### src/hdl/asg_pkg.sv
// Shared types and constants for the alternating step generator.
// Used by asg_lfsr_bank, asg_ctrl and alternating_step_prng_top.
package asg_pkg;

  localparam int unsigned WordW  = 64;
  localparam int unsigned CountW = 7;

  localparam logic [WordW-1:0] MASK_CLOCK  = 64'h8000_0000_0000_000D;
  localparam logic [WordW-1:0] MASK_FIRST  = 64'h1000_0000_0000_C001;
  localparam logic [WordW-1:0] MASK_SECOND = 64'h4000_0000_0000_0001;
  localparam logic [WordW-1:0] MIX_CLOCK   = 64'h0000_0000_B8A2_13CD;
  localparam logic [WordW-1:0] MIX_FIRST   = 64'h0000_0000_DA12_3456;
  localparam logic [WordW-1:0] MIX_SECOND  = 64'h0000_0000_ECE6_B896;

  localparam logic [CountW-1:0] MAX_BITS = 7'd64;

  typedef enum logic [1:0] {
    ST_IDLE,
    ST_RUN,
    ST_DONE
  } asg_state_t;

  // sequencer to register bank
  typedef struct packed {
    logic reload;
    logic step;
  } asg_cmd_t;

  function automatic logic [WordW-1:0] nonzero_or_one(input logic [WordW-1:0] v);
    nonzero_or_one = (v == '0) ? {{(WordW-1){1'b0}}, 1'b1} : v;
  endfunction

  function automatic logic [WordW-1:0] galois_advance(input logic [WordW-1:0] r,
                                                      input logic [WordW-1:0] taps);
    galois_advance = r[0] ? ((r >> 1) ^ taps) : (r >> 1);
  endfunction

endpackage

### src/hdl/asg_lfsr_bank.sv
// Three Galois shift registers of the alternating step generator.
// Depends on asg_pkg; steps once per cycle under command of asg_ctrl.
module asg_lfsr_bank
  import asg_pkg::*;
(
  input  logic             clk,
  input  logic             rst,
  input  asg_cmd_t         cmd,
  input  logic [WordW-1:0] seed,
  output logic             step_bit
);

  logic [WordW-1:0] clock_lfsr, first_lfsr, second_lfsr;
  logic [WordW-1:0] clock_next, first_next, second_next;

  always_comb begin
    clock_next  = galois_advance(clock_lfsr, MASK_CLOCK);
    first_next  = first_lfsr;
    second_next = second_lfsr;
    if (clock_next[0]) begin
      first_next = galois_advance(first_lfsr, MASK_FIRST);
    end else begin
      second_next = galois_advance(second_lfsr, MASK_SECOND);
    end
    step_bit = first_next[0] ^ second_next[0];
  end

  always_ff @(posedge clk) begin
    if (rst) begin
      // reset loads the mix constants, as a reload with a zero seed would
      clock_lfsr  <= nonzero_or_one(MIX_CLOCK);
      first_lfsr  <= nonzero_or_one(MIX_FIRST);
      second_lfsr <= nonzero_or_one(MIX_SECOND);
    end else if (cmd.reload) begin
      clock_lfsr  <= nonzero_or_one(seed ^ MIX_CLOCK);
      first_lfsr  <= nonzero_or_one(seed ^ MIX_FIRST);
      second_lfsr <= nonzero_or_one(seed ^ MIX_SECOND);
    end else if (cmd.step) begin
      clock_lfsr  <= clock_next;
      first_lfsr  <= first_next;
      second_lfsr <= second_next;
    end
  end

endmodule

### src/hdl/asg_ctrl.sv
// Sequencer: takes one request word, reloads the register bank or runs it one
// step per cycle gathering bits, and holds the result word. Depends on asg_pkg.
module asg_ctrl
  import asg_pkg::*;
(
  input  logic              clk,
  input  logic              rst,
  input  logic              in_valid,
  output logic              in_ready,
  input  logic              kind,
  input  logic [CountW-1:0] bit_count,
  output logic              out_valid,
  input  logic              out_ready,
  output logic [WordW-1:0]  random_bits,
  input  logic              step_bit,
  output asg_cmd_t          cmd
);

  asg_state_t        state, state_next;
  logic [CountW-1:0] remain, remain_next;
  logic [WordW-1:0]  acc, acc_next;
  logic              load_out;
  logic [CountW-1:0] sat_count;

  assign sat_count = (bit_count > MAX_BITS) ? MAX_BITS : bit_count;

  always_comb begin
    state_next  = state;
    remain_next = remain;
    acc_next    = acc;
    in_ready    = 1'b0;
    load_out    = 1'b0;
    cmd         = '0;
    case (state)
      ST_IDLE: begin
        in_ready = 1'b1;
        if (in_valid) begin
          acc_next    = '0;
          remain_next = sat_count;
          if (!kind) begin
            cmd.reload = 1'b1;
            state_next = ST_DONE;
          end else if (sat_count == '0) begin
            state_next = ST_DONE;
          end else begin
            state_next = ST_RUN;
          end
        end
      end
      ST_RUN: begin
        cmd.step    = 1'b1;
        acc_next    = {acc[WordW-2:0], step_bit};
        remain_next = remain - 1'b1;
        if (remain == 7'd1) begin
          state_next = ST_DONE;
        end
      end
      ST_DONE: begin
        // wait for the output register to free up
        if (!out_valid || out_ready) begin
          load_out   = 1'b1;
          state_next = ST_IDLE;
        end
      end
      default: begin
        state_next = ST_IDLE;
      end
    endcase
  end

  always_ff @(posedge clk) begin
    if (rst) begin
      state <= ST_IDLE;
    end else begin
      state <= state_next;
    end
  end

  always_ff @(posedge clk) begin
    remain <= remain_next;
    acc    <= acc_next;
  end

  always_ff @(posedge clk) begin
    if (rst) begin
      out_valid <= 1'b0;
    end else if (load_out) begin
      out_valid <= 1'b1;
    end else if (out_ready) begin
      out_valid <= 1'b0;
    end
  end

  always_ff @(posedge clk) begin
    if (load_out) begin
      random_bits <= acc;
    end
  end

endmodule

### src/hdl/alternating_step_prng_top.sv
// Alternating step generator built from three 64-bit Galois shift registers.
// A generate word of n bits (counts above 64 act as 64) has its result offered
// once the sequencer has run n register steps, one step per cycle in the shift
// register bank, and loaded the output register; a reload word, and a generate
// word of zero bits, take no register steps. One request word is in work at
// a time: in_ready is high only while the sequencer is idle, which it re-enters
// on the edge that loads the result, so no new word is taken before then. A
// finished word waits in the sequencer while the previous result is still held
// by a low out_ready. The seed register is written through the cfg port, which
// is always ready; a new seed takes effect on the next reload word only.
module alternating_step_prng_top
  import asg_pkg::*;
(
  input  logic              clk,
  input  logic              rst,
  input  logic              in_valid,
  output logic              in_ready,
  input  logic              kind,
  input  logic [CountW-1:0] bit_count,
  output logic              out_valid,
  input  logic              out_ready,
  output logic [WordW-1:0]  random_bits,
  input  logic              cfg_valid,
  output logic              cfg_ready,
  input  logic [WordW-1:0]  seed_value
);

  logic [WordW-1:0] seed;
  logic             step_bit;
  asg_cmd_t         cmd;

  assign cfg_ready = 1'b1;

  always_ff @(posedge clk) begin
    if (rst) begin
      seed <= '0;
    end else if (cfg_valid && cfg_ready) begin
      seed <= seed_value;
    end
  end

  asg_ctrl u_ctrl (
    .clk         (clk),
    .rst         (rst),
    .in_valid    (in_valid),
    .in_ready    (in_ready),
    .kind        (kind),
    .bit_count   (bit_count),
    .out_valid   (out_valid),
    .out_ready   (out_ready),
    .random_bits (random_bits),
    .step_bit    (step_bit),
    .cmd         (cmd)
  );

  asg_lfsr_bank u_bank (
    .clk      (clk),
    .rst      (rst),
    .cmd      (cmd),
    .seed     (seed),
    .step_bit (step_bit)
  );

endmodule
### config.mk
export PLATFORM = sky130hd
export DESIGN_NAME = alternating_step_prng_top
export DESIGN_NICKNAME = d
export VERILOG_FILES = /design/src/hdl/asg_pkg.sv /design/src/hdl/asg_lfsr_bank.sv /design/src/hdl/asg_ctrl.sv /design/src/hdl/alternating_step_prng_top.sv
export SDC_FILE = /design/constraint.sdc
export NUM_CORES = 1
export LEC_CHECK = 0
export BUFFER_PORTS_ARGS = -buffer_cell sky130_fd_sc_hd__buf_2
export CORE_MARGIN = 2
export CORE_UTILIZATION = 30
export CTS_CLUSTER_SIZE = 30
export DETAILED_ROUTE_END_ITERATION = 8
export PLACE_DENSITY_LB_ADDON = 0.25
export SETUP_SLACK_MARGIN = 0.05
export SYNTH_ARGS = -nofsm -noshare
export SYNTH_HDL_FRONTEND = slang
export SYNTH_SLANG_ARGS = --single-unit
### constraint.sdc
create_clock -name clk -period 9.05 [get_ports clk]
set_input_delay 0.905 -clock clk [delete_from_list [all_inputs] [get_ports clk]]
set_output_delay 0.905 -clock clk [all_outputs]
set_load 0.02 [all_outputs]
==> qor.yml, run 1 <==
worst_setup_path:
  slowest_delay_ps: 890
  path_buf_inv: 1
  worstPathRequired_ps: 9510
  crit_type: "flip-flop to flip-flop"
  start_kind: "flip-flop"
  cp_slowest_cell: "nand2b_4"
  crit_family: "simple AND/OR/NAND/NOR gates"
  critPathArrivalTime_ps: 3890
  cp_max_fo: 88
  crit_chain: "nand2b_4 > nor2_2 > nor2_4 > buf_4 > a221oi_1 > nor3_1"
  critPathCaptureType: "flip-flop"
timing:
  worst-slew-pin-transition_ps: 1220
  holdWs_ps: 423.6
  timing_hold_violations_final: 0
  finalCritPeriodShare_pct: 37.92
  fmax_ghz: 0.2914
  setup-violations-final: 0
  relSlewSlack_pct: 18.41
  rsz0062_at_grt: "false"
  finalCriticalPeriod_ps: 3431
  finalSetupTns_ps: 0
  skew_ps: 15.56
  setup_ws_ps: 5619
  drv_slew: 0
layout:
  drive_above_1_share_pct: 15.67
  utilization_pct: 35.63
  finalInstanceArea_sq_um: 18170
  antennaDiodeCount: 0
  stdcell_count: 2295
  nets: 1658
  seqCellArea_sq_um: 9239
  multi_input_area_sq_um: 5710
  nFillCells: 5143
  syn_to_final_growth_pct: 18.02
yosys:
  synthesis.area_sq_um: 15390
  synthDistinctLibCells: 53
  synth-seq-area-share_pct: 60.02
  yosysWarnings: 0
  async_flop_share_pct: 0
  synth_top_area_share_pct: 33.69
  synthTopCellsByArea: "dfxtp_1, edfxtp_1, nor2_1, nand2_1, a221oi_1"
  synth-edff-count: 135
  synth-main-ff-cell: "dfxtp_1"
  synth_cells: 1499
  ys_ff_latch: 394
  synth_area_per_cell_sq_um: 10.27
  syn-num-nets: 1578
  yosysTopAreaCell: "dfxtp_1"
route:
  avgRoutedWirePerCell_um: 17.05
  totalWireLength_um: 39130
  postRouteAntennaNets: 0
  vias: 11430
  drtPass1Iterations: 5
  drc: 0
  viasPerCell: 4.982
  drtIter0Drc: 704
place:
  placedCellCount: 2213
  port_buffers: 142
  pre_cts_slack_ps: 5485
  dpl_cell_area_sq_um: 16640
  gp_congestion: 0.7651
  dp_hpwl_um: 23800
status:
  outcome: "complete, no violations"
power:
  power.internal_mw: 3.528
  p_leak_nw: 7.036
  p_per_area_nw_per_um2: 271.7
  total_power_mw: 4.936
  switching_share_pct: 28.52
  power.switching_mw: 1.408
  vdd_drop_max_v: 0.0001477
  clkPwrFrac_pct: 37.6
  pwr-share-seq_pct: 46.4
  p_comb_share_pct: 16.0
cts:
  ctsHoldBuffers: 0
  cts_tree: "done"
  cts.clk_slew.worst_paths_ps: 60
  cts_resized: 0
  clk_path_buf_depth: 3
  cts_setup_buffers: 0
  cts-root-buf: "clkbuf_16"
  htree_levels: 2
  insertion_delay_ps: 560
  cts_buffers: 44
  cts.sinks: 394
die:
  fp.dieW_um: 230.5
  core_area_sq_um: 50990
  start_util_pct: 30.19
  io-pin-count: 144
  rows: 83
  die_area_sq_um: 53130
  fp.dieH_um: 230.5
global_routing:
  grt_util_all_layers_pct: 14.39
  grt_pass1_vias: 10800
  grt_max_degree: 95
  grt_first_pass_wirelength_um: 61890
  overflow: 0
  antenna_found_initial: 0
min_path:
  worstHoldPathType: "flip-flop to flip-flop"
job:
  cap_violations: 0
cell usage after synthesis (all sizes together) (9+ instances only):
library cell,number
nor2,256
a211o,14
o21ai,15
dfxtp,259
nand3,21
buf,40
mux2i,64
a21oi,28
nor4,12
a21o,18
nand2,176
a211oi,19
clkbuf,82
a221oi,74
nor3,79
and2,63
a31oi,16
xnor2,9
o21bai,14
edfxtp,135
a311oi,44
layer usage:
layer  global-route usage [%]  vias up  part of all wire, %  routed length [um]
li1                         -     5538                    -                   -
met1                    20.15     5548                   48               18740
met2                    22.30      284                   45               17460
met3                    2.322       64                  4.7                1834
met4                    5.383        0                  2.8                1097
met5                        0        -                    0                   0
flip-flops by register name, indices dropped and copies added, names as in the netlist, 2 cells and up:
signal,cells
u_ctrl.acc,64
seed,64
u_bank.second_lfsr,64
u_bank.clock_lfsr,64
u_ctrl.random_bits,64
u_ctrl.state,2
u_bank.first_lfsr,64
u_ctrl.remain,7
layout by cell type, fill, tap and decap left out, types with 12 or more instances in the layout:
cell and n:
dfxtp_1 259, o21ai_0 14, a21o_1 18, nor4_1 12, a21oi_1 28, nor3_1 79, nand3_1 21, mux2i_1 64
nor2_1 250, and2_1 63, a211oi_1 18, a31oi_1 16, a221oi_1 74, buf_2 140, buf_4 15, clkbuf_16 46
nand2_1 175, edfxtp_1 135, o21bai_1 14, a311oi_1 44, a211o_1 13
layout make-up:
type | instances | share of cell area [%]
clock inverter | 25 | 1.495
inverter | 4 | 0.08265
sequential | 394 | 50.86
timing repair buffer | 156 | 4.553
tap | 680 | 4.684
multi-input combinational | 979 | 31.43
clock buffer | 57 | 6.894
power by group through the flow:
stage / registers [mW] / logic [mW] / clock network, mW
finish: 2.29 / 0.791 / 1.86
global route: 2.32 / 0.887 / 1.97
CTS: 2.29 / 0.801 / 1.91
detailed placement: 2.32 / 0.799 / 0
global placement: 2.32 / 0.783 / 0
floorplan: 2.32 / 0.554 / 0
path summary, 6_finish.rpt:
check	startpoint	slack, ps	cells past startpoint	to
min	u_ctrl.acc[63]	420	0	u_ctrl.random_bits[63]
max reg2reg	u_ctrl.state[1]	5620	6	u_bank.second_lfsr[46]
max	u_ctrl.state[1]	5620	6	u_bank.second_lfsr[46]
min reg2reg	u_ctrl.acc[63]	420	0	u_ctrl.random_bits[63]
cell families after synthesis:
kind of cell | count (synthesis) | synth area share, %
other | 1 | 0.02436
flip-flops | 394 | 60.02
XOR/XNOR | 15 | 0.9023
buffers and inverters | 126 | 3.300
multiplexers | 64 | 4.162
adder cells (fa/ha/maj) | 2 | 0.1625
AO/OA/AOI/OAI | 246 | 12.29
AND/OR/NAND/NOR | 651 | 19.14
No activity file was read; power rests on OpenSTA's default activity.
==> run 2, diff against run 1 <==
==> constraint.sdc (replaced) <==
create_clock -name clk -period 2.85 [get_ports clk]
set_input_delay 0.285 -clock clk [delete_from_list [all_inputs] [get_ports clk]]
set_output_delay 0.285 -clock clk [all_outputs]
set_load 0.02 [all_outputs]
==> qor.yml, run 2 (synthesis results as in run 1) <==
layout:
  layout_commonest_cell: "dfxtp_1"
  drive_above_1_share_pct: 15.17
  syn_to_final_growth_pct: 22.43
  final_cell_mix: "dfxtp_1, nor2_1, nand2_1"
  stdcell_count: 2369
  nets: 1735
cts:
  ctsHoldBuffers: 64
  htree_levels: 2
  cts_buffers: 44
  cts_resized: 0
  cts-root-buf: "clkbuf_16"
  cts.sinks: 394
  insertion_delay_ps: 570
  cts_tree: "done"
  cts_setup_buffers: 0
  clk_path_buf_depth: 3
  cts.clk_slew.worst_paths_ps: 60
worst_setup_path:
  reg2reg_depth: 5
  rr_endpoint: "u_bank.clock_lfsr[0]"
  r2r-start: "seed[27]"
  critPathCaptureType: "flip-flop"
  critPathArrivalTime_ps: 2770
  worst-r2r-setup-slack_ps: 570
  cp_max_fo: 4
  worstPathRequired_ps: 3350
  cp-startpoint: "seed[27]"
  start_kind: "flip-flop"
  crit_type: "flip-flop to flip-flop"
timing:
  finalCriticalPeriod_ps: 2277
  fmax_ghz: 0.4391
  relSlewSlack_pct: 42.47
  skew_ps: 19.56
  rsz0062_at_grt: "false"
  finalCritPeriodShare_pct: 79.90
  finalSetupTns_ps: 0
  timing_hold_violations_final: 0
  drv_slew: 0
  worst-slew-pin-transition_ps: 863.0
  setup-violations-final: 0
min_path:
  hold_start: "bit_count[3]"
  min_path_cells: 3
  worstHoldPathType: "input pin to flip-flop"
  min_to: "u_ctrl.remain[3]"
die:
  rows: 83
  io-pin-count: 144
  core_area_sq_um: 50990
  start_util_pct: 30.19
  die_area_sq_um: 53130
  fp.dieH_um: 230.5
  fp.dieW_um: 230.5
place:
  dp_hpwl_um: 24070
  port_buffers: 142
  gp_congestion: 0.7770
  placedCellCount: 2226
power:
  p_leak_nw: 7.324
  vdd_drop_max_v: 0.0004364
  p_per_area_nw_per_um2: 811.1
job:
  cap_violations: 0
global_routing:
  antenna_found_initial: 2
  overflow: 0
  grt_pass1_vias: 11360
  grt_util_all_layers_pct: 14.80
  grt_first_pass_wirelength_um: 63440
  grt_max_degree: 88
route:
  drtIter0Drc: 977
  viasPerCell: 4.960
  avgRoutedWirePerCell_um: 16.76
  drtPass1Iterations: 5
  totalWireLength_um: 39700
  vias: 11750
  postRouteAntennaNets: 0
  drc: 0
status:
  outcome: "complete, no violations"
-- run 2: cell types whose count changed in the layout (fill, tap and decap cells not counted), moves of 3 or more --
cell           change
clkbuf_1           +5
clkbuf_8           -4
buf_12            +10
buf_4              +3
dlygate4sd3_1     +64
bufinv_16          -4
-- run 2: area by class of cell --
type                       instances  area [sq um]
fill                            5068         32150
clock buffer                      58          1205
timing repair buffer             233          1688
sequential                       394          9239
tap                              680         850.8
multi-input combinational        979          5710
clock inverter                    20         133.9
inverter                           4         15.01
antenna                            1         2.502
-- run 2: routing by layer --
metal / track usage, % / up-vias / wire length [um]
met4: 5.222 / 4 / 1153
li1: - / 5676 / -
met5: 0 / - / 18
met1: 20.03 / 5688 / 18380
met3: 2.705 / 79 / 2051
met2: 23.68 / 304 / 18090
-- run 2: worst max-delay path, stage by stage (launching register included) --
cell     delay, ps
dfxtp_1        460
nor4b_1        580
nand4_1        250
nor4_1         560
nand3_1        180
o21ai_1        160
-- run 2: power by group --
part / switching, mW / total [mW] / internal (mW) / leakage [nW]
sequential: 0.498 / 7.26 / 6.77 / 3.46
combinational: 1.67 / 2.69 / 1.02 / 3.20
clock: 2.27 / 5.33 / 3.06 / 0.661
total: 4.44 / 15.3 / 10.8 / 7.32
-- run 2: how the worst max path moves through the flow --
stage / endpoint / slack (ps) / cells past startpoint
6_report: u_bank.clock_lfsr[0] / 570 / 5
5_1_grt: u_bank.second_lfsr[58] / 450 / 5
4_1_cts: u_bank.second_lfsr[51] / 580 / 5
3_5_place_dp: u_bank.first_lfsr[0] / 600 / 6
3_3_place_gp: u_bank.clock_lfsr[0] / 660 / 5
2_1_floorplan: u_ctrl.random_bits[0] / 120 / 3
-- run 2: metrics by stage --
step | setup slack (ps) | power (mW) | hold slack (ps) | instance area [sq um] | utilization, %
after global routing | 453.8 | 16.11 | 54.87 | 18840 | 36.95
after CTS | 576.9 | 15.50 | 12.67 | 18840 | 36.95
after floorplan | 119.6 | 9.097 | 400.3 | 15400 | -
final | 572.9 | 15.28 | 54.14 | 18840 | 36.96
after detailed placement | 598.7 | 10.02 | 426.2 | 16860 | 33.07
after global placement | 656.8 | 9.959 | 406.1 | 16860 | 33.07
==> run 3, diff against run 2 <==
==> constraint.sdc (replaced) <==
create_clock -name clk -period 2.35 [get_ports clk]
set_input_delay 0.235 -clock clk [delete_from_list [all_inputs] [get_ports clk]]
set_output_delay 0.235 -clock clk [all_outputs]
set_load 0.02 [all_outputs]
==> qor.yml, run 3 (synthesis results as in run 1) <==
power:
  pwr-share-seq_pct: 45.4
  p_leak_nw: 7.557
  total_power_mw: 19.40
  power.internal_mw: 13.84
  power.switching_mw: 5.566
  p_per_area_nw_per_um2: 1004
  clkPwrFrac_pct: 36.9
  switching_share_pct: 28.69
  p_comb_share_pct: 17.8
  vdd_drop_max_v: 0.0006150
die:
  start_util_pct: 30.19
  rows: 83
  core_area_sq_um: 50990
  fp.dieW_um: 230.5
  die_area_sq_um: 53130
  fp.dieH_um: 230.5
  io-pin-count: 144
layout:
  nets: 1763
  drive_above_1_share_pct: 16.45
  multi_input_area_sq_um: 5717
  nFillCells: 5007
  stdcell_count: 2401
  syn_to_final_growth_pct: 25.55
  utilization_pct: 37.90
  seqCellArea_sq_um: 9239
  final_cell_mix: "dfxtp_1, nor2_1, nand2_1"
  layout_commonest_cell: "dfxtp_1"
worst_setup_path:
  worst-r2r-setup-slack_ps: 220
  crit_type: "flip-flop to flip-flop"
  worstPathRequired_ps: 2870
  r2r-start: "u_ctrl.state[1]"
  cp_slowest_cell: "or4b_4"
  reg2reg_depth: 4
  path_buf_inv: 0
  rr_endpoint: "u_bank.first_lfsr[0]"
  endpoint: "u_bank.first_lfsr[0]"
  cp_max_fo: 7
  slowest_delay_ps: 660
  crit_chain: "or4b_4 > nor4_2 > and4b_1 > a31o_2"
  crit_family: "simple AND/OR/NAND/NOR gates"
  critPathArrivalTime_ps: 2650
  cp-startpoint: "u_ctrl.state[1]"
  critPathCaptureType: "flip-flop"
  crit_cells: 4
  start_kind: "flip-flop"
place:
  placedCellCount: 2245
  port_buffers: 142
  dp_hpwl_um: 25360
  gp_congestion: 0.7907
  pre_cts_slack_ps: 85.43
cts:
  cts.clk_slew.worst_paths_ps: 60
  htree_levels: 2
  cts_buffers: 45
  cts.sinks: 394
  cts-root-buf: "clkbuf_16"
  clk_path_buf_depth: 3
  insertion_delay_ps: 570
  cts_tree: "done"
route:
  drtIter0Drc: 876
  totalWireLength_um: 41700
  vias: 11990
  drtPass1Iterations: 5
  viasPerCell: 4.993
  avgRoutedWirePerCell_um: 17.37
  drc: 0
  postRouteAntennaNets: 0
global_routing:
  overflow: 0
  grt_first_pass_wirelength_um: 66670
  grt_pass1_vias: 11560
  antenna_found_initial: 3
  grt_max_degree: 126
  grt_util_all_layers_pct: 15.67
timing:
  drv_slew: 0
  worst-slew-pin-transition_ps: 828.4
  finalCriticalPeriod_ps: 2134
  timing_hold_violations_final: 0
  finalSetupTns_ps: 0
  finalCritPeriodShare_pct: 90.81
  relSlewSlack_pct: 44.00
  setup_ws_ps: 216.1
  rsz0062_at_grt: "false"
  fmax_ghz: 0.4686
  skew_ps: 12.23
  setup-violations-final: 0
status:
  outcome: "complete, no violations"
min_path:
  worstHoldPathType: "input pin to flip-flop"
  min_path_cells: 3
job:
  cap_violations: 0
==> run 3: area by class of cell <==
| cell class | count | area share [%] |
|---|---|---|
| flip-flops and latches | 394 | 47.81 |
| multi-input cells | 979 | 29.58 |
| repair buffers | 260 | 10.28 |
| clock buffers | 58 | 6.455 |
| well taps | 680 | 4.403 |
| clock inverters | 25 | 1.386 |
| inverters | 4 | 0.07769 |
| diodes | 1 | 0.01295 |
==> run 3: worst reg2reg max path: stages, from the launching register on <==
cell,delay [ps]
dfxtp_1,430
or4b_4,660
nor4_2,430
and4b_1,380
a31o_2,180
==> run 3: power groups by stage <==
stage / sequential [mW] / clock [mW] / combinational (mW)
floorplan: 8.89 / 0 / 2.14
global placement: 8.92 / 0 / 3.33
detailed placement: 8.93 / 0 / 3.38
CTS: 8.80 / 7.39 / 3.48
global route: 8.92 / 7.68 / 3.84
finish: 8.80 / 7.16 / 3.44
==> run 3: how the worst min path moves through the flow <==
stage,endpoint,start,slack [ps]
floorplan,seed[0],seed_value[0],380
global placement,u_ctrl.random_bits[63],u_ctrl.acc[63],400
detailed placement,u_ctrl.random_bits[19],u_ctrl.acc[19],430
CTS,u_ctrl.remain[6],bit_count[6],20
global route,u_ctrl.remain[6],bit_count[6],60
finish,u_ctrl.remain[6],bit_count[6],50
==> run 3: per-stage QoR <==
stage | hold WS (ps) | area, sq um
6_report | 46.75 | 19320
5_1_grt | 55.29 | 19320
4_1_cts | 15.30 | 19320
3_5_place_dp | 425.3 | 17080
3_3_place_gp | 401.6 | 17080
2_1_floorplan | 382.4 | 15410
==> run 3: metal layers <==
metal / vias up / wire, um / global-route usage (%)
met2: 304 / 19150 / 24.54
met4: 4 / 963 / 5.706
met5: - / 23 / 0
met1: 5872 / 19190 / 21.23
li1: 5741 / - / -
met3: 67 / 2367 / 3.446
==> run 3: timing repair <==
item,CTS,global route
hold buffers,72,0
setup endpoints to repair,0,2
gates resized for setup,0,1
hold endpoints to repair,81,0
setup buffers,0,0
